[config.mk]
export PLATFORM = sky130hd
export DESIGN_NAME = bitmap_id_allocator_top
export DESIGN_NICKNAME = d
export VERILOG_FILES = /design/src/bia_pkg.sv /design/src/bia_ram.sv /design/src/bitmap_id_allocator_top.sv
export VERILOG_INCLUDE_DIRS = /design/src /design/src/src
export SDC_FILE = /design/constraint.sdc
export NUM_CORES = 2
export LEC_CHECK = 0
export ABC_CLOCK_PERIOD_IN_PS = 8650
export BUFFER_PORTS_ARGS = -buffer_cell sky130_fd_sc_hd__buf_2
export CAP_MARGIN = 20
export CORE_AREA = 3 3 295 297
export CTS_CLUSTER_SIZE = 40
export DETAILED_ROUTE_END_ITERATION = 12
export DIE_AREA = 0 0 298 300
export PLACE_DENSITY = 0.82
export SYNTH_ARGS = -nofsm -noshare
export SYNTH_HDL_FRONTEND = slang
export SYNTH_SLANG_ARGS = --single-unit
[constraint.sdc]
create_clock -name clk -period 8.65 [get_ports clk]
set_input_delay 1.73 -clock clk [delete_from_list [all_inputs] [get_ports clk]]
set_output_delay 1.73 -clock clk [all_outputs]
set_load 0.01 [all_outputs]
[src/bitmap_id_allocator_top_defines.svh]
// ----------------------------------------------------------------------------
// Assertion macros for the bitmap identifier allocator
// Concurrent checks that vanish when the SYNTHESIS macro is defined.
// ----------------------------------------------------------------------------
`ifndef BITMAP_ID_ALLOCATOR_TOP_DEFINES_SVH
`define BITMAP_ID_ALLOCATOR_TOP_DEFINES_SVH

`ifndef SYNTHESIS

// Same-cycle implication, checked on every rising edge outside reset.
`define BIA_ASSERT_IMP(label, ante, cons) \
  label: assert property (@(posedge clk) disable iff (rst) (ante) |-> (cons)) \
    else $error("bitmap_id_allocator: check failed");

// Next-cycle implication, checked on every rising edge outside reset.
`define BIA_ASSERT_NXT(label, ante, cons) \
  label: assert property (@(posedge clk) disable iff (rst) (ante) |=> (cons)) \
    else $error("bitmap_id_allocator: check failed");

`else

`define BIA_ASSERT_IMP(label, ante, cons)
`define BIA_ASSERT_NXT(label, ante, cons)

`endif

`endif

[src/bia_pkg.sv]
// ----------------------------------------------------------------------------
// Bitmap identifier allocator package
// Command and status codes, transaction payload types and shared constants.
// ----------------------------------------------------------------------------
`timescale 1ns / 1ps
`default_nettype none

package bia_pkg;

  // Default map size in bits.
  localparam int MAX_BITS_DEF = 1024;

  // The map is stored as words of 2**WS bits.
  localparam int WS        = 6;
  localparam int WORD_BITS = 1 << WS;

  // Reset value of the size limit register.
  localparam logic [10:0] SIZE_LIMIT_RST = 11'd1024;

  // Register index, taken from paddr[2].
  localparam logic REG_SIZE_LIMIT = 1'b0;

  // Command codes.
  localparam logic [2:0] CMD_SET    = 3'd0;
  localparam logic [2:0] CMD_CLEAR  = 3'd1;
  localparam logic [2:0] CMD_TEST   = 3'd2;
  localparam logic [2:0] CMD_FIND   = 3'd3;
  localparam logic [2:0] CMD_RESIZE = 3'd4;

  // Status codes.
  localparam logic [1:0] ST_OK     = 2'd0;
  localparam logic [1:0] ST_RANGE  = 2'd1;
  localparam logic [1:0] ST_NOFREE = 2'd2;

  // Command transaction.
  typedef struct packed {
    logic [2:0]  command;
    logic [10:0] index;
  } in_t;

  // Result transaction.
  typedef struct packed {
    logic [1:0]  status;
    logic        bit_value;
    logic [10:0] free_index;
  } out_t;

endpackage

`default_nettype wire

[src/bia_ram.sv]
// ----------------------------------------------------------------------------
// Bitmap word memory
// Simple dual-port RAM: one write port and one registered read port.
// ----------------------------------------------------------------------------
`timescale 1ns / 1ps
`default_nettype none

module bia_ram #(
  parameter int DEPTH = 16,
  parameter int AW    = 4,
  parameter int WIDTH = 64
) (
  input  logic             clk,
  input  logic             we,
  input  logic [AW-1:0]    waddr,
  input  logic [WIDTH-1:0] wdata,
  input  logic [AW-1:0]    raddr,
  output logic [WIDTH-1:0] rdata
);

  logic [WIDTH-1:0] mem [DEPTH];

  // Write port.
  always_ff @(posedge clk) begin
    if (we) begin
      mem[waddr] <= wdata;
    end
  end

  // Registered read port.
  always_ff @(posedge clk) begin
    rdata <= mem[raddr];
  end

endmodule

`default_nettype wire

[src/bitmap_id_allocator_top.sv]
// ----------------------------------------------------------------------------
// Bitmap identifier allocator
// Set, clear, test, find-first-free and resize over a map stored in 64-bit words.
// ----------------------------------------------------------------------------
// Out-of-range, unknown and empty-span commands answer in the cycle after accept;
//   set, clear and test go through a word read, then a read-modify-write.
// Find free scans the 64-bit words in order, each through read, mask and priority pick states.
// Resize clears each word from the new end of the map upward, reading a partial word first.
// One command at a time; the next is accepted at the edge taking the result.
// After reset a clearing pass writes ceil(MAX_BITS/64) words with busy high; no stall.
`timescale 1ns / 1ps
`default_nettype none

`include "bitmap_id_allocator_top_defines.svh"

module bitmap_id_allocator_top #(
  parameter int MAX_BITS = bia_pkg::MAX_BITS_DEF
) (
  input  logic          clk,
  input  logic          rst,
  input  logic          start,
  input  bia_pkg::in_t  request,
  output logic          busy,
  output logic          done,
  output bia_pkg::out_t result,
  input  logic          psel,
  input  logic          penable,
  input  logic          pwrite,
  input  logic [2:0]    paddr,
  input  logic [31:0]   pwdata,
  output logic [31:0]   prdata,
  output logic          pready
);

  localparam int WS    = bia_pkg::WS;
  localparam int WB    = bia_pkg::WORD_BITS;
  localparam int WORDS = (MAX_BITS + WB - 1) / WB;
  localparam int AW    = (WORDS > 1) ? $clog2(WORDS) : 1;
  localparam int NW    = (AW + WS + 1 > 11) ? AW + WS + 1 : 11;

  localparam logic [NW-1:0]    SIZE_RST  = NW'(MAX_BITS);
  localparam logic [NW-1:0]    CAP       = NW'((MAX_BITS / 8) * 8);
  localparam logic [AW-1:0]    LAST_WORD = AW'(WORDS - 1);
  localparam logic [NW-WS-1:0] WORDS_N   = (NW-WS)'(WORDS);

  typedef enum logic [3:0] {
    S_CLEAR,
    S_IDLE,
    S_BIT_RD,
    S_BIT_EXEC,
    S_FIND_RD,
    S_FIND_DATA,
    S_FIND_EVAL,
    S_RSZ_RD,
    S_RSZ_FIRST,
    S_RSZ_ZERO
  } state_t;

  state_t          state;
  logic [10:0]     size_limit;
  logic [NW-1:0]   cur_size;
  logic [NW-1:0]   nval;
  logic [2:0]      op;
  logic [AW-1:0]   word_addr;
  logic [WS-1:0]   bit_pos;
  logic [WS:0]     scan_valid;
  logic [WB-1:0]   scan_word;
  logic [7:0]      byte_flags;

  logic            ram_we;
  logic [WB-1:0]   ram_wdata;
  logic [WB-1:0]   ram_rdata;

  logic [NW-1:0]    n_ext;
  logic [NW-1:0]    bit0;
  logic             index_ok;
  logic [NW-1:0]    lim_ext;
  logic [NW-1:0]    eff_limit;
  logic [NW-1:0]    span;
  logic [NW-WS-1:0] start_word;
  logic [NW-1:0]    word_base;
  logic [NW-1:0]    rem;
  logic [WS:0]      valid_next;
  logic [AW:0]      wa_inc;
  logic [NW-1:0]    next_base;
  logic [WB-1:0]    avail;
  logic [7:0]       flags;
  logic [2:0]       byte_sel;
  logic [7:0]       byte_val;
  logic [2:0]       bit_in;
  logic [NW-1:0]    free_pos;
  logic [WB-1:0]    bit_word;
  logic [WB-1:0]    keep_mask;

  // Configuration port: always ready, one register at byte address zero.
  assign pready = 1'b1;
  assign prdata = (paddr[2] == bia_pkg::REG_SIZE_LIMIT) ? {21'd0, size_limit} : 32'd0;

  always_ff @(posedge clk) begin
    if (rst) begin
      size_limit <= bia_pkg::SIZE_LIMIT_RST;
    end else if (psel && penable && pwrite && pready &&
                 (paddr[2] == bia_pkg::REG_SIZE_LIMIT)) begin
      size_limit <= pwdata[10:0];
    end
  end

  // Command decode helpers.
  always_comb begin
    n_ext      = NW'(request.index);
    bit0       = n_ext - NW'(1);
    index_ok   = (request.index != 11'd0) && (n_ext <= cur_size);
    lim_ext    = NW'({size_limit[10:3], 3'b000});
    eff_limit  = (lim_ext > CAP) ? CAP : lim_ext;
    span       = {cur_size[NW-1:3], 3'b000};
    start_word = n_ext[NW-1:WS];
  end

  // Scan helpers: how many bits of the current word lie inside the span,
  // and where the next word starts.
  always_comb begin
    word_base  = NW'({word_addr, {WS{1'b0}}});
    rem        = nval - word_base;
    valid_next = (rem >= NW'(WB)) ? (WS+1)'(WB) : rem[WS:0];
    wa_inc     = {1'b0, word_addr} + (AW+1)'(1);
    next_base  = NW'({wa_inc, {WS{1'b0}}});
  end

  // Free bits of the word just read, restricted to the span, and per-byte flags.
  always_comb begin
    for (int j = 0; j < WB; j++) begin
      avail[j] = ~ram_rdata[j] && ((WS+1)'(j) < scan_valid);
    end
    for (int k = 0; k < 8; k++) begin
      flags[k] = |avail[8*k +: 8];
    end
  end

  // Priority pick: lowest flagged byte, then lowest free bit inside it.
  always_comb begin
    byte_sel = 3'd0;
    for (int k = 7; k >= 0; k--) begin
      if (byte_flags[k]) begin
        byte_sel = 3'(k);
      end
    end
    byte_val = scan_word[{byte_sel, 3'b000} +: 8];
    bit_in   = 3'd0;
    for (int j = 7; j >= 0; j--) begin
      if (byte_val[j]) begin
        bit_in = 3'(j);
      end
    end
    free_pos = NW'({word_addr, byte_sel, bit_in}) + NW'(1);
  end

  // Write data for single-bit updates and for the partial word of a resize.
  always_comb begin
    bit_word          = ram_rdata;
    bit_word[bit_pos] = (op == bia_pkg::CMD_SET);
    for (int j = 0; j < WB; j++) begin
      keep_mask[j] = (WS'(j) < nval[WS-1:0]);
    end
  end

  // Memory write control.
  always_comb begin
    ram_we    = 1'b0;
    ram_wdata = '0;
    unique case (state)
      S_CLEAR, S_RSZ_ZERO: begin
        ram_we = 1'b1;
      end
      S_BIT_EXEC: begin
        ram_we    = (op != bia_pkg::CMD_TEST);
        ram_wdata = bit_word;
      end
      S_RSZ_FIRST: begin
        ram_we    = 1'b1;
        ram_wdata = ram_rdata & keep_mask;
      end
      default: begin
        ram_we = 1'b0;
      end
    endcase
  end

  bia_ram #(
    .DEPTH (WORDS),
    .AW    (AW),
    .WIDTH (WB)
  ) u_ram (
    .clk   (clk),
    .we    (ram_we),
    .waddr (word_addr),
    .wdata (ram_wdata),
    .raddr (word_addr),
    .rdata (ram_rdata)
  );

  // Sequencer with registered busy and result.
  always_ff @(posedge clk) begin
    if (rst) begin
      state     <= S_CLEAR;
      busy      <= 1'b1;
      done      <= 1'b0;
      word_addr <= '0;
      cur_size  <= SIZE_RST;
    end else begin
      done <= 1'b0;
      unique case (state)
        S_CLEAR: begin
          if (word_addr == LAST_WORD) begin
            word_addr <= '0;
            busy      <= 1'b0;
            state     <= S_IDLE;
          end else begin
            word_addr <= word_addr + AW'(1);
          end
        end

        S_IDLE: begin
          if (start) begin
            op                <= request.command;
            result.bit_value  <= 1'b0;
            result.free_index <= 11'd0;
            unique case (request.command)
              bia_pkg::CMD_SET, bia_pkg::CMD_CLEAR, bia_pkg::CMD_TEST: begin
                if (index_ok) begin
                  word_addr <= bit0[AW+WS-1:WS];
                  bit_pos   <= bit0[WS-1:0];
                  busy      <= 1'b1;
                  state     <= S_BIT_RD;
                end else begin
                  done          <= 1'b1;
                  result.status <= bia_pkg::ST_RANGE;
                end
              end
              bia_pkg::CMD_FIND: begin
                if (span == NW'(0)) begin
                  done          <= 1'b1;
                  result.status <= bia_pkg::ST_NOFREE;
                end else begin
                  nval      <= span;
                  word_addr <= '0;
                  busy      <= 1'b1;
                  state     <= S_FIND_RD;
                end
              end
              bia_pkg::CMD_RESIZE: begin
                if (n_ext > eff_limit) begin
                  done          <= 1'b1;
                  result.status <= bia_pkg::ST_RANGE;
                end else begin
                  cur_size <= n_ext;
                  nval     <= n_ext;
                  if (start_word >= WORDS_N) begin
                    done          <= 1'b1;
                    result.status <= bia_pkg::ST_OK;
                  end else begin
                    word_addr <= start_word[AW-1:0];
                    busy      <= 1'b1;
                    state     <= (n_ext[WS-1:0] != WS'(0)) ? S_RSZ_RD : S_RSZ_ZERO;
                  end
                end
              end
              default: begin
                done          <= 1'b1;
                result.status <= bia_pkg::ST_RANGE;
              end
            endcase
          end
        end

        S_BIT_RD: begin
          state <= S_BIT_EXEC;
        end

        S_BIT_EXEC: begin
          done             <= 1'b1;
          result.status    <= bia_pkg::ST_OK;
          result.bit_value <= (op == bia_pkg::CMD_TEST) && ram_rdata[bit_pos];
          busy             <= 1'b0;
          state            <= S_IDLE;
        end

        S_FIND_RD: begin
          scan_valid <= valid_next;
          state      <= S_FIND_DATA;
        end

        S_FIND_DATA: begin
          scan_word  <= avail;
          byte_flags <= flags;
          state      <= S_FIND_EVAL;
        end

        S_FIND_EVAL: begin
          if (|byte_flags) begin
            done              <= 1'b1;
            result.status     <= bia_pkg::ST_OK;
            result.free_index <= free_pos[10:0];
            busy              <= 1'b0;
            state             <= S_IDLE;
          end else if (next_base >= nval) begin
            done          <= 1'b1;
            result.status <= bia_pkg::ST_NOFREE;
            busy          <= 1'b0;
            state         <= S_IDLE;
          end else begin
            word_addr <= wa_inc[AW-1:0];
            state     <= S_FIND_RD;
          end
        end

        S_RSZ_RD: begin
          state <= S_RSZ_FIRST;
        end

        S_RSZ_FIRST, S_RSZ_ZERO: begin
          if (word_addr == LAST_WORD) begin
            done          <= 1'b1;
            result.status <= bia_pkg::ST_OK;
            busy          <= 1'b0;
            state         <= S_IDLE;
          end else begin
            word_addr <= word_addr + AW'(1);
            state     <= S_RSZ_ZERO;
          end
        end

        default: begin
          busy  <= 1'b0;
          state <= S_IDLE;
        end
      endcase
    end
  end

  // An accepted command either answers at once or keeps the block busy.
  `BIA_ASSERT_NXT(a_accept_progress, start && !busy, done || busy)
  // Only defined status codes are reported.
  `BIA_ASSERT_IMP(a_status_code, done, result.status <= bia_pkg::ST_NOFREE)
  // A free index is reported only with an ok status.
  `BIA_ASSERT_IMP(a_free_ok, done && (result.free_index != 11'd0), result.status == bia_pkg::ST_OK)
  // A set bit value is reported only with an ok status.
  `BIA_ASSERT_IMP(a_bit_ok, done && result.bit_value, result.status == bia_pkg::ST_OK)

endmodule

`default_nettype wire
## Word-level counts from Yosys, hierarchy flattened

Memories as Yosys holds them, arrays and structs flattened. A register that Yosys moved wholly into a read port is not among the register bits.
Cells that the tools add are included.
W data, S select, Z words.

| word-level totals | value |
|---|---|
| word-level logic and storage cells | 454 |
| output and inout port bits | 49 |
| bits of input ports | 55 |
| memories kept | 1 |
| bits in writable memories | 1024 |
| register bits | 145 |

| operators by class | value |
|---|---|
| $add $sub $neg | 5 |
| shifts and indexed selects | 1 |
| eq/ne operators | 35 |
| bitwise gates (word level) | 69 |
| magnitude comparators | 136 |
| reduce and logical (&&, ||, !) cells | 106 |
| mux-type cells | 86 |

Memory list:

| memory | depth | bits a word | rd ports | clocked after memory_dff | wr ports | RTL line | source |
|---|---|---|---|---|---|---|---|
| u_ram.mem | 16 | 64 | 1 | 1 | 1 | bia_ram.sv:21 | `logic [WIDTH-1:0] mem [DEPTH];` |

Operator list:

| kind | number |
|---|---|
| $lt A6 B7 Y1 const A | 32 |
| $lt A6 B6 Y1 const A | 32 |
| $pmux W64 S2 | 1 |
| $lt A5 B7 Y1 const A | 16 |
| $lt A5 B6 Y1 const A | 16 |
| $mux W4 | 18 |
| $reduce_or A8 Y1 | 9 |
| $logic_and A1 B1 Y1 | 70 |
| $not A1 Y1 | 68 |
| $and A64 B64 Y64 | 1 |
| $bwmux W64 | 1 |
| $shiftx A64 B7 Y8 | 1 |
| $lt A4 B7 Y1 const A | 8 |
| $mux W11 | 5 |
| $mux W3 | 17 |
| $lt A4 B6 Y1 const A | 8 |
| $pmux W11 S2 | 2 |
| $pmux W4 S8 | 1 |
| $lt A3 B7 Y1 const A | 4 |
| $lt A3 B6 Y1 const A | 4 |
| $pmux W4 S3 | 2 |
| $ne A3 B3 Y1 const B | 7 |
| $mux W1 | 20 |
| $ne A2 B2 Y1 const B | 9 |
| other kinds (57) | 86 |

## Longest topological paths before layout

| logic depth | value |
|---|---|
| word-level depth | 20 |
| depth in mapped cells | 14 |

## Cells and area by module

A second synthesis with hierarchy kept.

| second synthesis, totals | value |
|---|---|
| cell total of the unflattened synthesis | 2923 |
| area, all modules | 50403.3 um^2 |

Modules (own cells, without submodules):

| module | area an instance (um^2) | cells each | seq. area each (um^2) | instances |
|---|---|---|---|---|
| bia_ram | 39581.7 | 1647 | 32030.7 | 1 |
| bitmap_id_allocator_top | 10821.6 | 1276 | 4033.9 | 1 |

## Worst setup path before layout

Ideal clock, no wire load.

| timing | value |
|---|---|
| path type | reg2reg |
| from | register word_addr[1] |
| to | memory u_ram.mem[0][0], enable pin |
| data arrival time | 7.358 ns |
| setup time | 0.644 ns |
| path buffers | 3 |
| stages on the path, launching flop included | 8 |
| clock period less this slack | 8.002 ns |
| data required time | 8.006 ns |
| path slack | 0.648 ns |
| cell sequence | dfxtp_1 -> clkbuf_1 -> clkbuf_1 -> clkbuf_1 -> inv_1 -> ha_1 -> inv_1 -> nor4_1 |

RTL lines:

| what | RTL line | source |
|---|---|---|
| start, declared | bitmap_id_allocator_top.sv:64 | `logic [AW-1:0] word_addr;` |
| start signal, assigned | bitmap_id_allocator_top.sv:218 | `word_addr <= word_addr + AW'(1);` |
| start signal, assigned | bitmap_id_allocator_top.sv:230 | `word_addr <= bit0[AW+WS-1:WS];` |
| start signal, assigned | bitmap_id_allocator_top.sv:261 | `word_addr <= start_word[AW-1:0];` |
| end, declared | bia_ram.sv:21 |  |

Straight into the memory's write port.

## Worst setup path after layout

| timing | value |
|---|---|
| from | register byte_flags[2] |
| to | register result[8] (netlist name) (data pin) |

| on the way | value |
|---|---|
| longest elaborated chain between the ends | 15 |

Ends and longest elaborated chain:

| what | RTL line | source |
|---|---|---|
| start, declared | bitmap_id_allocator_top.sv:68 | `logic [7:0] byte_flags;` |
| start signal, assigned | bitmap_id_allocator_top.sv:294 | `byte_flags <= flags;` |
| $mux W3 (*) (3 in a row) | bitmap_id_allocator_top.sv:143 | `if (byte_flags[k]) begin` |
| $shiftx A64 B7 Y8 | bitmap_id_allocator_top.sv:147 | `byte_val = scan_word[{byte_sel, 3'b000} +: 8];` |
| $mux W3 (8 in a row) | bitmap_id_allocator_top.sv:150 | `if (byte_val[j]) begin` |
| $add A10 B1 Y11 (*) | bitmap_id_allocator_top.sv:154 | `free_pos = NW'({word_addr, byte_sel, bit_in}) + NW'(1);` |
| $mux W11 (*) | bitmap_id_allocator_top.sv:299 | `if (\|byte_flags) begin` |
| $pmux W11 S2 (*) | bitmap_id_allocator_top.sv:211 | `unique case (state)` |
| end, declared | bitmap_id_allocator_top.sv:25 | `output bia_pkg::out_t result,` |

Every way passes the cells marked *; elsewhere a longest branch is shown, timed or not. The select of a mux whose other input is x is not followed.
A chain may end at the register's enable or synchronous reset.

==> impl_metrics.toml <==
[placement]
portBuffers = 58
dpl_worst_slack_ps = 3906
dp.final_hpwl_um = 74740
gp_congestion = 1.017
dp.cells = 3975
postPlaceCellArea_um2 = 52270

[clock_network]
cts_sinks = 1233
cts.clk_slew.worst_paths_ps = 70
cts_buffers = 113
h-tree-depth = 3
postCtsSetupRepairBufs = 0
root_buffer = "clkbuf_16"
cts_resized = 0
hold_buffers = 0
clock_path_buffers = 3
cts_tree = "built"
clk_latency_ps = 720

[synth]
synth_seq_cells = 1233
synth_top_area_frac = 0.6765
async_flop_share = 0
synth_cell_type_count = 82
syn_area_per_cell_um2 = 17.74
synth_area_leaders = "edfxtp_1 (68%), mux4_2 (14%), dfxtp_1 (3.8%), a21oi_1 (1.3%), nand2_1 (1.2%)"
synth_warnings = 0
netlist_instances = 2845
synth_top_area_cell = "edfxtp_1"
synth_common_cells = "edfxtp_1 (1,137), mux4_2 (322), nand2_1 (164)"
syn_area_um2 = 50470
yosysSeqAreaShare = 0.7146
synth-main-ff-cell = "edfxtp_1"
synth_edf_count = 1137
yosysMostFrequentCell = "edfxtp_1"

[run_status]
status = "completed"

[timing]
setup_tns_ps = 0
fin_skew_ps = 35.49
hold_slack_ps = 452.3
rsz0062_at_grt = "false"
hold_viol = 0
fmax_ghz = 0.2230
fin_crit_sh = 0.5184
slew_viol_final = 0
setup_slack_ps = 4165
tightest_slew_ps = 1096
slew-limit-headroom = 0.2626
fin_crit_ps = 4485
finalSetupViolCount = 0

[final_layout]
final_cell_count_no_fill = 4203
postLayoutCellArea_um2 = 56330
layout.nets = 3053
area_delta_synth_final_pct = 11.61
diodes = 0
final_core_util = 0.6636
drive_gt1_frac = 0.2324

[routing]
antenna_left = 0
highest_layer = "met5"
wire_per_inst_um = 32.78
num_vias = 29699
route.met2.wl_um = 64820
drtPass1Iterations = 13
wl_met3_um = 16600
routed_via_density = 7.066
drtIter0Drc = 5097
totalWireLength_um = 137800
drc = 0
met1Wirelength_um = 49150

[worst_hold_path]
worstHoldPathCells = 2
min_path_type = "flop to flop"

[pwr]
p_leak_nw = 16.96
power.density_nw_per_um2 = 229.3
vdd_drop_max_mv = 0.1797
p_total_mw = 12.92

[critical_path]
critPathLaunchType = "flop"
crit_cells = 11
slowest_stage = "nor2_2"
crit_family = "simple AND/OR/NAND/NOR gates"
reg2reg_depth = 11
cp_slowest_stage_delay_ps = 780
cp-end-kind = "flop"
critPathKind = "flop to flop"
cp.arrival_ps = 4940
cp_data_required_time_ps = 9110
crit_path_cell_trace = "or4_1 -> nor2_2 -> a211oi_1 -> nor4_1 -> nor4b_1 -> o21ai_0 -> and2_1 -> ha_1 -> nand4_1 -> nor3_1 -> mux2_1"
crit_buf_inv = 0
worstPathMaxFanout = 22

[die]
start_util = 0.5946
num_io_pins = 104
row_count = 107
die_area_um2 = 89400
die_w_um = 298
die_h_um = 300
core_area_um2 = 84880

[grt]
grt_max_degree = 117
gr-total-overflow = 0
grt_usage = 0.3099
grt_pass1_vias = 29687
grt_pass1_wl_um = 201400
antenna_found_initial = 2

[run]
maxCapViolations = 0
[power by group]
group          switching [mW]  internal, mW
combinational           0.433         0.361
clock                    2.22          2.99
sequential              0.253          6.66
[kinds of logic (layout without fill, tap and decap cells)]
group	Yosys count	after routing	share of synthesized area
AOI/OAI and AO/OA	444	444	0.05472
and+or+nand+nor	541	541	0.05137
xor gates and xnor gates	9	9	0.001562
muxes	350	350	0.1493
DFF	1233	1233	0.7146
other	2	22	0.0001488
adders and majority gates	35	35	0.008826
buffers and inverters	231	425	0.01946
[placed cells by master, fill, tap and decap left out, types with 15 or more instances in the layout]
cell type,synthesis,layout
conb_1,2,22
a31oi_1,27,27
inv_1,47,47
a22oi_1,19,19
nor2b_1,21,21
o22ai_1,28,27
buf_4,23,97
nand3_1,45,45
a211oi_1,22,22
clkbuf_1,128,18
nor2_1,138,135
nor3_1,36,34
nor4_1,34,28
buf_2,5,61
ha_1,34,34
mux2i_1,25,25
mux4_2,322,322
clkbuf_8,0,21
clkinv_2,0,15
o21ai_0,121,120
clkinv_1,2,15
nand2_1,164,164
dfxtp_1,96,93
a21oi_1,127,127
clkbuf_16,0,117
a22o_1,23,23
nand2b_1,18,18
edfxtp_1,1137,1137
[per-layer routing]
| metal | GRT usage | vias up |
|---|---|---|
| met5 | 0 | - |
| met4 | 0.1371 | 2 |
| met3 | 0.07697 | 573 |
| met2 | 0.4824 | 2411 |
| met1 | 0.4232 | 14974 |
| li1 | - | 11739 |
[state kept, by name, indices dropped and copies added, names as in the netlist, 6 cells and up]
signal / flops
cur_size: 11
result: 14
u_ram.rdata: 64
bit_pos: 6
scan_valid: 7
size_limit: 11
byte_flags: 8
scan_word: 64
u_ram.mem: 1024
nval: 11
[area by class of cell]
class | instances | area (µm²)
inverter | 50 | 190.2
multi-input combinational | 1401 | 13600
sequential | 1233 | 36080
clock inverter | 55 | 616.8
clock buffer | 156 | 3284
tap | 1144 | 1431
timing repair buffer | 164 | 1130
fill | 5353 | 28550
[worst register-to-register path: stages, from the launching register on]
cell,delay (ps)
edfxtp_1,560
or4_1,620
nor2_2,780
a211oi_1,200
nor4_1,670
nor4b_1,140
o21ai_0,240
and2_1,160
ha_1,220
nand4_1,90
nor3_1,210
mux2_1,360
[path summary, 6_finish.rpt]
check             slack [ps]          start             to
hold / removal           450  size_limit[2]  size_limit[2]
setup / recovery        4170  byte_flags[2]      result[8]
hold reg to reg          450  size_limit[2]  size_limit[2]
setup reg to reg        4170  byte_flags[2]      result[8]
No activity file was read; power rests on OpenSTA's default activity.
